===== src/rtl/asgr_pkg.sv =====
// Package for the ANSI SGR text attribute decoder.
// Holds byte codes, result kinds, parser phase type and the SGR color palette.
// No dependencies.
`timescale 1ns / 1ps

package asgr_pkg;

    // Result kinds
    localparam logic [1:0] KIND_GLYPH   = 2'd0;
    localparam logic [1:0] KIND_NEWLINE = 2'd1;
    localparam logic [1:0] KIND_CR      = 2'd2;
    localparam logic [1:0] KIND_ABSORB  = 2'd3;

    // Stream bytes with special meaning
    localparam logic [7:0] BYTE_BELL   = 8'h07;
    localparam logic [7:0] BYTE_LF     = 8'h0A;
    localparam logic [7:0] BYTE_FF     = 8'h0C;
    localparam logic [7:0] BYTE_CR     = 8'h0D;
    localparam logic [7:0] BYTE_ESC    = 8'h1B;
    localparam logic [7:0] BYTE_LBRACK = 8'h5B;
    localparam logic [7:0] BYTE_SEMI   = 8'h3B;
    localparam logic [7:0] BYTE_M      = 8'h6D;
    localparam logic [7:0] BYTE_ZERO   = 8'h30;
    localparam logic [7:0] BYTE_NINE   = 8'h39;

    // SGR codes handled
    localparam logic [7:0] SGR_RESET      = 8'd0;
    localparam logic [7:0] SGR_BOLD       = 8'd1;
    localparam logic [7:0] SGR_ITALIC     = 8'd3;
    localparam logic [7:0] SGR_UNDERLINE  = 8'd4;
    localparam logic [7:0] SGR_REVERSE    = 8'd7;
    localparam logic [7:0] SGR_BOLD_OFF   = 8'd21;
    localparam logic [7:0] SGR_ITALIC_OFF = 8'd23;
    localparam logic [7:0] SGR_UNDER_OFF  = 8'd24;
    localparam logic [7:0] SGR_REV_OFF    = 8'd27;
    localparam logic [7:0] SGR_FG_FIRST   = 8'd30;
    localparam logic [7:0] SGR_FG_LAST    = 8'd37;
    localparam logic [7:0] SGR_BG_FIRST   = 8'd40;
    localparam logic [7:0] SGR_BG_LAST    = 8'd46;
    localparam logic [7:0] SGR_BG_WHITE   = 8'd47;

    // Parameter accumulator saturation value
    localparam logic [7:0] ACC_MAX = 8'd255;

    // Configuration register indexes
    localparam int unsigned CFG_IDX_BITS = 4;
    localparam logic [CFG_IDX_BITS-1:0] CFG_DEFAULT_FG = 4'd0;
    localparam logic [CFG_IDX_BITS-1:0] CFG_DEFAULT_BG = 4'd1;

    // Reset colors
    localparam logic [23:0] FG_RESET_RGB = 24'hA1A1A1;
    localparam logic [23:0] BG_RESET_RGB = 24'h000000;
    localparam logic [23:0] WHITE_RGB    = 24'hFFFFFF;

    // Parser phase
    typedef enum logic [2:0] {
        PH_TEXT = 3'b001,
        PH_ESC  = 3'b010,
        PH_CSI  = 3'b100
    } phase_t;

    // Eight-entry basic palette
    function automatic logic [23:0] palette_rgb(input logic [2:0] idx);
        logic [23:0] rgb;
        case (idx)
            3'd0:    rgb = 24'h000000;
            3'd1:    rgb = 24'h800000;
            3'd2:    rgb = 24'h008000;
            3'd3:    rgb = 24'h808000;
            3'd4:    rgb = 24'h000080;
            3'd5:    rgb = 24'h800080;
            3'd6:    rgb = 24'h008080;
            default: rgb = 24'hC0C0C0;
        endcase
        return rgb;
    endfunction

endpackage


===== src/rtl/ansi_sgr_text_attribute_decoder_core.sv =====
// Top level of the ANSI SGR text attribute decoder.
// Depends on asgr_pkg for byte codes, kinds, phase type and palette.
`timescale 1ns / 1ps

// Decodes a text byte stream into one result item per input byte: kind,
// glyph, cursor cell, attributes and effective colors. The block takes one
// item every cycle while results are taken; each item goes from the input
// register through a single-pass decode into the result register. A result
// that waits on m_ready stalls the input once the input register holds an
// item. The user must write default colors through the cfg port only while
// the block is idle; the block itself does not enforce this.
module ansi_sgr_text_attribute_decoder_core #(
    parameter int unsigned CURSOR_BITS = 16
) (
    input  logic                              aclk,
    input  logic                              aresetn,
    // input channel
    input  logic                              s_valid,
    output logic                              s_ready,
    input  logic [7:0]                        s_byte_value,
    // result channel
    output logic                              m_valid,
    input  logic                              m_ready,
    output logic [1:0]                        m_kind,
    output logic [7:0]                        m_glyph,
    output logic [15:0]                       m_column,
    output logic [15:0]                       m_row,
    output logic                              m_bold_on,
    output logic                              m_italic_on,
    output logic                              m_underline_on,
    output logic [23:0]                       m_paint_fg_rgb,
    output logic [23:0]                       m_paint_bg_rgb,
    // configuration write port
    input  logic                              cfg_wr_en,
    input  logic [asgr_pkg::CFG_IDX_BITS-1:0] cfg_index,
    input  logic [23:0]                       cfg_data
);

    // Input register
    logic       in_valid_reg;
    logic [7:0] in_byte_reg;

    // Configuration registers
    logic [23:0] default_fg_reg;
    logic [23:0] default_bg_reg;

    // Decoder state
    asgr_pkg::phase_t       phase_reg, phase_next;
    logic [7:0]             acc_reg, acc_next;
    logic                   bold_reg, bold_next;
    logic                   italic_reg, italic_next;
    logic                   under_reg, under_next;
    logic                   rev_reg, rev_next;
    logic [23:0]            fg_reg, fg_next;
    logic [23:0]            bg_reg, bg_next;
    logic [CURSOR_BITS-1:0] col_reg, col_next;
    logic [CURSOR_BITS-1:0] row_reg, row_next;

    // Result register
    logic        m_valid_reg;
    logic [1:0]  m_kind_reg, m_kind_next;
    logic [7:0]  m_glyph_reg, m_glyph_next;
    logic [15:0] m_column_reg, m_column_next;
    logic [15:0] m_row_reg, m_row_next;
    logic        m_bold_reg, m_italic_reg, m_under_reg;
    logic [23:0] m_fg_reg, m_fg_next;
    logic [23:0] m_bg_reg, m_bg_next;

    // Decode helpers
    logic                    advance;
    logic                    plain_en;
    logic                    apply_en;
    logic                    style_rst;
    logic [7:0]              digit_diff;
    logic [11:0]             acc_prod;
    logic [CURSOR_BITS-1:0]  col_out;
    logic [CURSOR_BITS+15:0] col_wide;
    logic [CURSOR_BITS+15:0] row_wide;
    logic [7:0]              fg_off;
    logic [7:0]              bg_off;

    // Stage moves when an item is held and the result register frees up
    assign advance = in_valid_reg && (!m_valid_reg || m_ready);
    assign s_ready = !in_valid_reg || advance;

    assign digit_diff = in_byte_reg - asgr_pkg::BYTE_ZERO;
    assign acc_prod   = ({4'd0, acc_reg} * 12'd10) + {8'd0, digit_diff[3:0]};
    assign fg_off     = acc_reg - asgr_pkg::SGR_FG_FIRST;
    assign bg_off     = acc_reg - asgr_pkg::SGR_BG_FIRST;

    // Parse the held byte and compute next state
    always_comb begin
        phase_next   = phase_reg;
        acc_next     = acc_reg;
        bold_next    = bold_reg;
        italic_next  = italic_reg;
        under_next   = under_reg;
        rev_next     = rev_reg;
        fg_next      = fg_reg;
        bg_next      = bg_reg;
        col_next     = col_reg;
        row_next     = row_reg;
        m_kind_next  = asgr_pkg::KIND_ABSORB;
        plain_en     = 1'b0;
        apply_en     = 1'b0;
        style_rst    = 1'b0;

        case (phase_reg)
            asgr_pkg::PH_CSI: begin
                if (in_byte_reg inside {[asgr_pkg::BYTE_ZERO:asgr_pkg::BYTE_NINE]}) begin
                    acc_next = (acc_prod > {4'd0, asgr_pkg::ACC_MAX}) ?
                               asgr_pkg::ACC_MAX : acc_prod[7:0];
                end else if (in_byte_reg == asgr_pkg::BYTE_SEMI) begin
                    apply_en = 1'b1;
                    acc_next = 8'd0;
                end else begin
                    apply_en   = (in_byte_reg == asgr_pkg::BYTE_M);
                    acc_next   = 8'd0;
                    phase_next = asgr_pkg::PH_TEXT;
                end
            end
            asgr_pkg::PH_ESC: begin
                if (in_byte_reg == asgr_pkg::BYTE_LBRACK) begin
                    phase_next = asgr_pkg::PH_CSI;
                    acc_next   = 8'd0;
                end else begin
                    phase_next = asgr_pkg::PH_TEXT;
                    plain_en   = 1'b1;
                end
            end
            default: begin
                phase_next = asgr_pkg::PH_TEXT;
                plain_en   = 1'b1;
            end
        endcase

        // Plain-text byte
        if (plain_en) begin
            case (in_byte_reg)
                asgr_pkg::BYTE_BELL: m_kind_next = asgr_pkg::KIND_ABSORB;
                asgr_pkg::BYTE_FF: begin
                    style_rst   = 1'b1;
                    m_kind_next = asgr_pkg::KIND_ABSORB;
                end
                asgr_pkg::BYTE_ESC: begin
                    phase_next  = asgr_pkg::PH_ESC;
                    m_kind_next = asgr_pkg::KIND_ABSORB;
                end
                asgr_pkg::BYTE_LF: begin
                    row_next    = row_reg + {{(CURSOR_BITS-1){1'b0}}, 1'b1};
                    col_next    = '0;
                    m_kind_next = asgr_pkg::KIND_NEWLINE;
                end
                asgr_pkg::BYTE_CR: begin
                    col_next    = '0;
                    m_kind_next = asgr_pkg::KIND_CR;
                end
                default: begin
                    col_next    = col_reg + {{(CURSOR_BITS-1){1'b0}}, 1'b1};
                    m_kind_next = asgr_pkg::KIND_GLYPH;
                end
            endcase
        end

        // Apply the SGR parameter
        if (apply_en) begin
            case (acc_reg)
                asgr_pkg::SGR_RESET:      style_rst   = 1'b1;
                asgr_pkg::SGR_BOLD:       bold_next   = 1'b1;
                asgr_pkg::SGR_ITALIC:     italic_next = 1'b1;
                asgr_pkg::SGR_UNDERLINE:  under_next  = 1'b1;
                asgr_pkg::SGR_REVERSE:    rev_next    = 1'b1;
                asgr_pkg::SGR_BOLD_OFF:   bold_next   = 1'b0;
                asgr_pkg::SGR_ITALIC_OFF: italic_next = 1'b0;
                asgr_pkg::SGR_UNDER_OFF:  under_next  = 1'b0;
                asgr_pkg::SGR_REV_OFF:    rev_next    = 1'b0;
                asgr_pkg::SGR_BG_WHITE:   bg_next     = asgr_pkg::WHITE_RGB;
                default: begin
                    if (acc_reg inside {[asgr_pkg::SGR_FG_FIRST:asgr_pkg::SGR_FG_LAST]}) begin
                        fg_next = asgr_pkg::palette_rgb(fg_off[2:0]);
                    end else if (acc_reg inside
                                 {[asgr_pkg::SGR_BG_FIRST:asgr_pkg::SGR_BG_LAST]}) begin
                        bg_next = asgr_pkg::palette_rgb(bg_off[2:0]);
                    end
                end
            endcase
        end

        // Restore the default style
        if (style_rst) begin
            bold_next   = 1'b0;
            italic_next = 1'b0;
            under_next  = 1'b0;
            rev_next    = 1'b0;
            fg_next     = default_fg_reg;
            bg_next     = default_bg_reg;
        end
    end

    // Build the result fields
    always_comb begin
        col_out        = (m_kind_next == asgr_pkg::KIND_GLYPH) ? col_reg : col_next;
        col_wide       = {16'd0, col_out};
        row_wide       = {16'd0, row_next};
        m_column_next  = col_wide[15:0];
        m_row_next     = row_wide[15:0];
        m_glyph_next   = (m_kind_next == asgr_pkg::KIND_GLYPH) ? in_byte_reg : 8'd0;
        m_fg_next      = rev_next ? bg_next : fg_next;
        m_bg_next      = rev_next ? fg_next : bg_next;
    end

    // Hold the input item until it can be decoded
    always_ff @(posedge aclk) begin
        if (!aresetn) begin
            in_valid_reg <= 1'b0;
        end else if (s_ready) begin
            in_valid_reg <= s_valid;
        end
    end

    always_ff @(posedge aclk) begin
        if (s_valid && s_ready) begin
            in_byte_reg <= s_byte_value;
        end
    end

    // Configuration writes
    always_ff @(posedge aclk) begin
        if (!aresetn) begin
            default_fg_reg <= asgr_pkg::FG_RESET_RGB;
            default_bg_reg <= asgr_pkg::BG_RESET_RGB;
        end else if (cfg_wr_en) begin
            if (cfg_index == asgr_pkg::CFG_DEFAULT_FG) begin
                default_fg_reg <= cfg_data;
            end else if (cfg_index == asgr_pkg::CFG_DEFAULT_BG) begin
                default_bg_reg <= cfg_data;
            end
        end
    end

    // Advance decoder state
    always_ff @(posedge aclk) begin
        if (!aresetn) begin
            phase_reg  <= asgr_pkg::PH_TEXT;
            acc_reg    <= 8'd0;
            bold_reg   <= 1'b0;
            italic_reg <= 1'b0;
            under_reg  <= 1'b0;
            rev_reg    <= 1'b0;
            fg_reg     <= asgr_pkg::FG_RESET_RGB;
            bg_reg     <= asgr_pkg::BG_RESET_RGB;
            col_reg    <= '0;
            row_reg    <= '0;
        end else if (advance) begin
            phase_reg  <= phase_next;
            acc_reg    <= acc_next;
            bold_reg   <= bold_next;
            italic_reg <= italic_next;
            under_reg  <= under_next;
            rev_reg    <= rev_next;
            fg_reg     <= fg_next;
            bg_reg     <= bg_next;
            col_reg    <= col_next;
            row_reg    <= row_next;
        end
    end

    // Result valid: set on advance, drop when taken
    always_ff @(posedge aclk) begin
        if (!aresetn) begin
            m_valid_reg <= 1'b0;
        end else if (advance) begin
            m_valid_reg <= 1'b1;
        end else if (m_ready) begin
            m_valid_reg <= 1'b0;
        end
    end

    always_ff @(posedge aclk) begin
        if (advance) begin
            m_kind_reg   <= m_kind_next;
            m_glyph_reg  <= m_glyph_next;
            m_column_reg <= m_column_next;
            m_row_reg    <= m_row_next;
            m_bold_reg   <= bold_next;
            m_italic_reg <= italic_next;
            m_under_reg  <= under_next;
            m_fg_reg     <= m_fg_next;
            m_bg_reg     <= m_bg_next;
        end
    end

    assign m_valid        = m_valid_reg;
    assign m_kind         = m_kind_reg;
    assign m_glyph        = m_glyph_reg;
    assign m_column       = m_column_reg;
    assign m_row          = m_row_reg;
    assign m_bold_on      = m_bold_reg;
    assign m_italic_on    = m_italic_reg;
    assign m_underline_on = m_under_reg;
    assign m_paint_fg_rgb = m_fg_reg;
    assign m_paint_bg_rgb = m_bg_reg;

    // Bytes inside a sequence never produce a glyph
    a_csi_absorbs: assert property (@(posedge aclk) disable iff (!aresetn)
        advance && (phase_reg == asgr_pkg::PH_CSI) |=> m_kind == asgr_pkg::KIND_ABSORB)
        else $error("byte inside SGR sequence not absorbed");

    // Newline and carriage return leave the cursor at column zero
    a_line_col_zero: assert property (@(posedge aclk) disable iff (!aresetn)
        m_valid && (m_kind == asgr_pkg::KIND_NEWLINE || m_kind == asgr_pkg::KIND_CR)
        |-> m_column == 16'd0)
        else $error("line control result with nonzero column");

    // Glyph field is zero for every non-glyph result
    a_glyph_zero: assert property (@(posedge aclk) disable iff (!aresetn)
        m_valid && (m_kind != asgr_pkg::KIND_GLYPH) |-> m_glyph == 8'd0)
        else $error("glyph set on non-glyph result");

    // Input stalls only while an item is held
    a_stall_held: assert property (@(posedge aclk) disable iff (!aresetn)
        !s_ready |-> in_valid_reg && m_valid_reg)
        else $error("input stalled without a held item");

    // Leaving a sequence always clears the accumulator
    a_acc_clear: assert property (@(posedge aclk) disable iff (!aresetn)
        advance && (phase_reg == asgr_pkg::PH_CSI) && (phase_next != asgr_pkg::PH_CSI)
        |=> acc_reg == 8'd0)
        else $error("parameter accumulator not cleared at sequence end");

endmodule


===== config.mk =====
export PLATFORM = sky130hd
export DESIGN_NAME = ansi_sgr_text_attribute_decoder_core
export DESIGN_NICKNAME = d
export VERILOG_FILES = /design/src/rtl/asgr_pkg.sv /design/src/rtl/ansi_sgr_text_attribute_decoder_core.sv
export SDC_FILE = /design/constraint.sdc
export NUM_CORES = 1
export LEC_CHECK = 0
export ABC_CLOCK_PERIOD_IN_PS = 7200
export BUFFER_PORTS_ARGS = -buffer_cell sky130_fd_sc_hd__buf_2
export CAP_MARGIN = 20
export CORE_MARGIN = 2
export CORE_UTILIZATION = 35
export CTS_BUF_LIST = sky130_fd_sc_hd__clkbuf_8
export CTS_CLUSTER_SIZE = 28
export DETAILED_ROUTE_END_ITERATION = 10
export PLACE_DENSITY = 0.58
export SYNTH_ARGS = -nofsm -noshare
export SYNTH_HDL_FRONTEND = slang
export SYNTH_SLANG_ARGS = --single-unit

===== constraint.sdc =====
create_clock -name aclk -period 7.2 [get_ports aclk]
set_clock_uncertainty 0.15 [all_clocks]
set_input_delay 0.72 -clock aclk [delete_from_list [all_inputs] [get_ports aclk]]
set_output_delay 0.72 -clock aclk [all_outputs]
set_load 0.05 [all_outputs]

==> impl_metrics.py <==
metrics = {
    "outcome": {
        "run_status": "complete, no violations",
    },
    "floorplan": {
        "initial_core_util": 0.3539,
        "die_height_um": 187.9,
        "io_pins": 136,
        "die_w_um": 187.9,
        "coreArea_um2": 33450,
        "placement_rows": 67,
        "dieArea_um2": 35310,
    },
    "power": {
        "pwr-share-comb": 0.074,
        "power.share.switching": 0.2625,
        "ir_worst_vdd_v": 0.00008823,
        "clock_power_share": 0.415,
        "power_density_nw_per_um2": 215.5,
        "internal_power_uw": 2188,
        "power_switching_uw": 778.8,
        "static-leakage-power_uw": 0.005141,
        "seq_power_share": 0.511,
    },
    "placement": {
        "place_congestion": 0.8600,
        "place_hpwl_mm": 19.98,
        "port_buffers": 135,
        "placement.setup.worst_slack_ns": 3.264,
    },
    "cts": {
        "clock_tree_from_tritoncts": "built",
        "holdBufCountCts": 0,
        "clock-sinks": 246,
        "clkSlewWorstSetupHoldPaths_ns": 0.07,
        "post_cts_buffers": 0,
        "cts_resized": 0,
        "cts_made_buffers": 43,
        "ctsLongestPathBuffers": 3,
        "cts.root.buffer_cell": "clkbuf_8",
        "worstSkewPairLatency_ns": 0.55,
        "cts_max_level": 2,
    },
    "sta": {
        "whs_ns": 0.2064,
        "report.final.slew_viol_count": 0,
        "min_period_ns": 3.933,
        "hold_violation_total_from_the_final_report": 0,
        "max-slew-margin-rel": 0.3066,
        "worst-slew-pin-transition_ns": 1.040,
        "grt_setup_unrepaired": "false",
        "maxClockFrequency_ghz": 0.2542,
        "post-route-period-util": 0.5463,
        "sum_neg_setup_slack_ns": 0,
        "setup_violating_endpoint_count_in_the_final_report": 0,
        "layout_setup_ws_ns": 3.267,
    },
    "final_layout": {
        "layout.nets": 1413,
        "synthToLayoutAreaGrowth_pct": 16.29,
        "post_route_cells_drive_above_1_share": 0.1785,
        "final_cell_mix": "173 x nand2_1, 145 x dfxtp_1, 136 x buf_2",
        "utilization": 0.4116,
        "n_antenna_cell": 0,
        "most_common_cell_after_layout_fill_and_taps_aside": "nand2_1",
    },
    "setup_path": {
        "start_kind": "flip-flop",
        "r2r_start": "phase_reg[2]",
        "timing.critical_path.required_ns": 7.31,
        "worst_setup_path_end_kind": "flip-flop",
        "r2r.worst_path.cells": 8,
        "worstSetupStartpoint": "phase_reg[2]",
        "criticalPathCategory": "flip-flop to flip-flop",
        "critPathMaxFanout": 41,
        "rrSetupSlack_ns": 3.27,
        "critical_path_arrival_ns": 4.04,
        "worstSetupEndpoint": "m_paint_fg_rgb[8]",
        "r2r_end": "m_paint_fg_rgb[8]",
    },
    "global_route": {
        "globalRoute.totalOverflow": 0,
        "global_route.usage.total": 0.1788,
        "grt_pass1_vias": 9113,
        "grt_max_degree": 89,
        "antenna_found_initial": 1,
        "grt_pass1_wl_mm": 50.89,
    },
    "synthesis": {
        "dominantRegCellSynth": "dfxtp_1",
        "synth-warning-count": 0,
        "synthesis.instances": 1237,
        "number_of_synthesized_flops_with_an_enable_pin": 101,
        "yosys_register_bits": 246,
        "synth_cell_types": 72,
        "synth.net_count": 1300,
        "synthesized_area_um2": 11840,
        "postSynth.asyncResetShare": 0,
        "synth-seq-area-share": 0.5014,
        "avg_synthesized_cell_area_um2": 9.570,
    },
    "detailed_routing": {
        "dr.pass1.iters": 5,
        "routed_wl_mm": 31.97,
        "via_per_inst": 5.265,
        "ant_nets": 0,
        "drc": 0,
        "route.vias.total": 9646,
        "dr.first_iter.drc_count": 671,
        "wl_per_cell_um": 17.45,
    },
    "min_path": {
        "worstHoldPathType": "primary input to flip-flop",
    },
    "job": {
        "cap_violations": 0,
    },
}
-- area by class of cell --
cell class	instances	area, µm²
Fill cell	3282	19680
Sequential cell	246	5936
Multi-Input combinational cell	894	5549
Timing Repair Buffer	155	870.8
Clock buffer	44	605.6
Tap cell	448	560.5
Clock inverter	35	203.9
Inverter	10	40.04
-- routing by layer --
| metal | track usage | share of wire | vias up |
|---|---|---|---|
| li1 | - | - | 4720 |
| met1 | 0.2488 | 0.48 | 4616 |
| met2 | 0.2821 | 0.45 | 254 |
| met3 | 0.03032 | 0.052 | 54 |
| met5 | 0 | 0.00038 | - |
| met4 | 0.05936 | 0.022 | 2 |
-- logic make-up after synthesis --
logic type / share of synthesized area
simple gates: 0.1990
compound gates: 0.1733
flops: 0.5014
buf+inv: 0.03203
mux: 0.04598
xor+xnor: 0.02368
fa+ha+maj: 0.02452
-- worst min path at each step --
stage	slack (ns)	cells after the start	start	endpoint
final	0.21	1	s_byte_value[1]	in_byte_reg[1]
after floorplan	0.28	2	bg_reg[7]	bg_reg[7]
after global routing	0.18	1	s_byte_value[7]	in_byte_reg[7]
after CTS	0.18	1	s_byte_value[4]	in_byte_reg[4]
after detailed placement	0.30	2	default_fg_reg[1]	default_fg_reg[1]
after global placement	0.29	2	default_fg_reg[9]	default_fg_reg[9]
-- power by group through the flow --
stage                     Sequential, µW  Combinational [µW]  Clock (µW)
after floorplan                     1620                80.6           0
after global placement              1540                 216           0
after detailed placement            1540                 219           0
after CTS                           1520                 219        1270
after global routing                1520                 234        1330
final                               1520                 219        1230
-- worst max-delay path, cell delays in order, from the launching register on --
cell and delay, ns:
dfxtp_1 0.36, nor3b_1 0.66, nor3_1 0.16, nand4b_1 0.20, buf_4 0.32, nand2_1 0.60, nor2_4 0.33, buf_4 0.62
mux2i_1 0.19
-- per-stage QoR --
step	area, µm²	total power (µW)	instances
after floorplan	11840	1696	1237
after global placement	12880	1760	1749
after detailed placement	12880	1763	1749
after CTS	13690	3000	1828
after global routing	13770	3083	1832
final	13770	2966	1832
-- cell usage after synthesis, types with 4 or more instances --
cell type	number	area [µm²]
a211oi_1	14	105.1
a21boi_0	37	277.8
a21o_1	4	30.03
a21oi_1	105	525.5
a31oi_1	27	168.9
and2_1	46	287.8
and3_1	7	43.79
buf_1	7	26.28
buf_2	6	30.03
clkbuf_1	73	274.0
dfxtp_1	145	2903
edfxtp_1	101	3033
ha_1	20	250.2
inv_1	10	37.54
mux2i_1	51	510.5
nand2_1	173	649.4
nand2b_1	32	200.2
nand3_1	35	175.2
nand3b_1	11	82.58
nand4_1	9	56.30
nand4b_1	6	52.55
nor2_1	65	244.0
nor2b_1	14	87.58
nor3_1	18	90.09
nor3b_1	6	45.04
nor4_1	12	75.07
o211ai_1	12	90.09
o21a_1	12	90.09
o21ai_0	59	295.3
o221a_2	17	191.4
o31ai_1	6	45.04
or3_1	7	43.79
or4_1	6	45.04
xnor2_1	16	140.1
xor2_1	16	140.1
(Power assumes the default switching activity.)
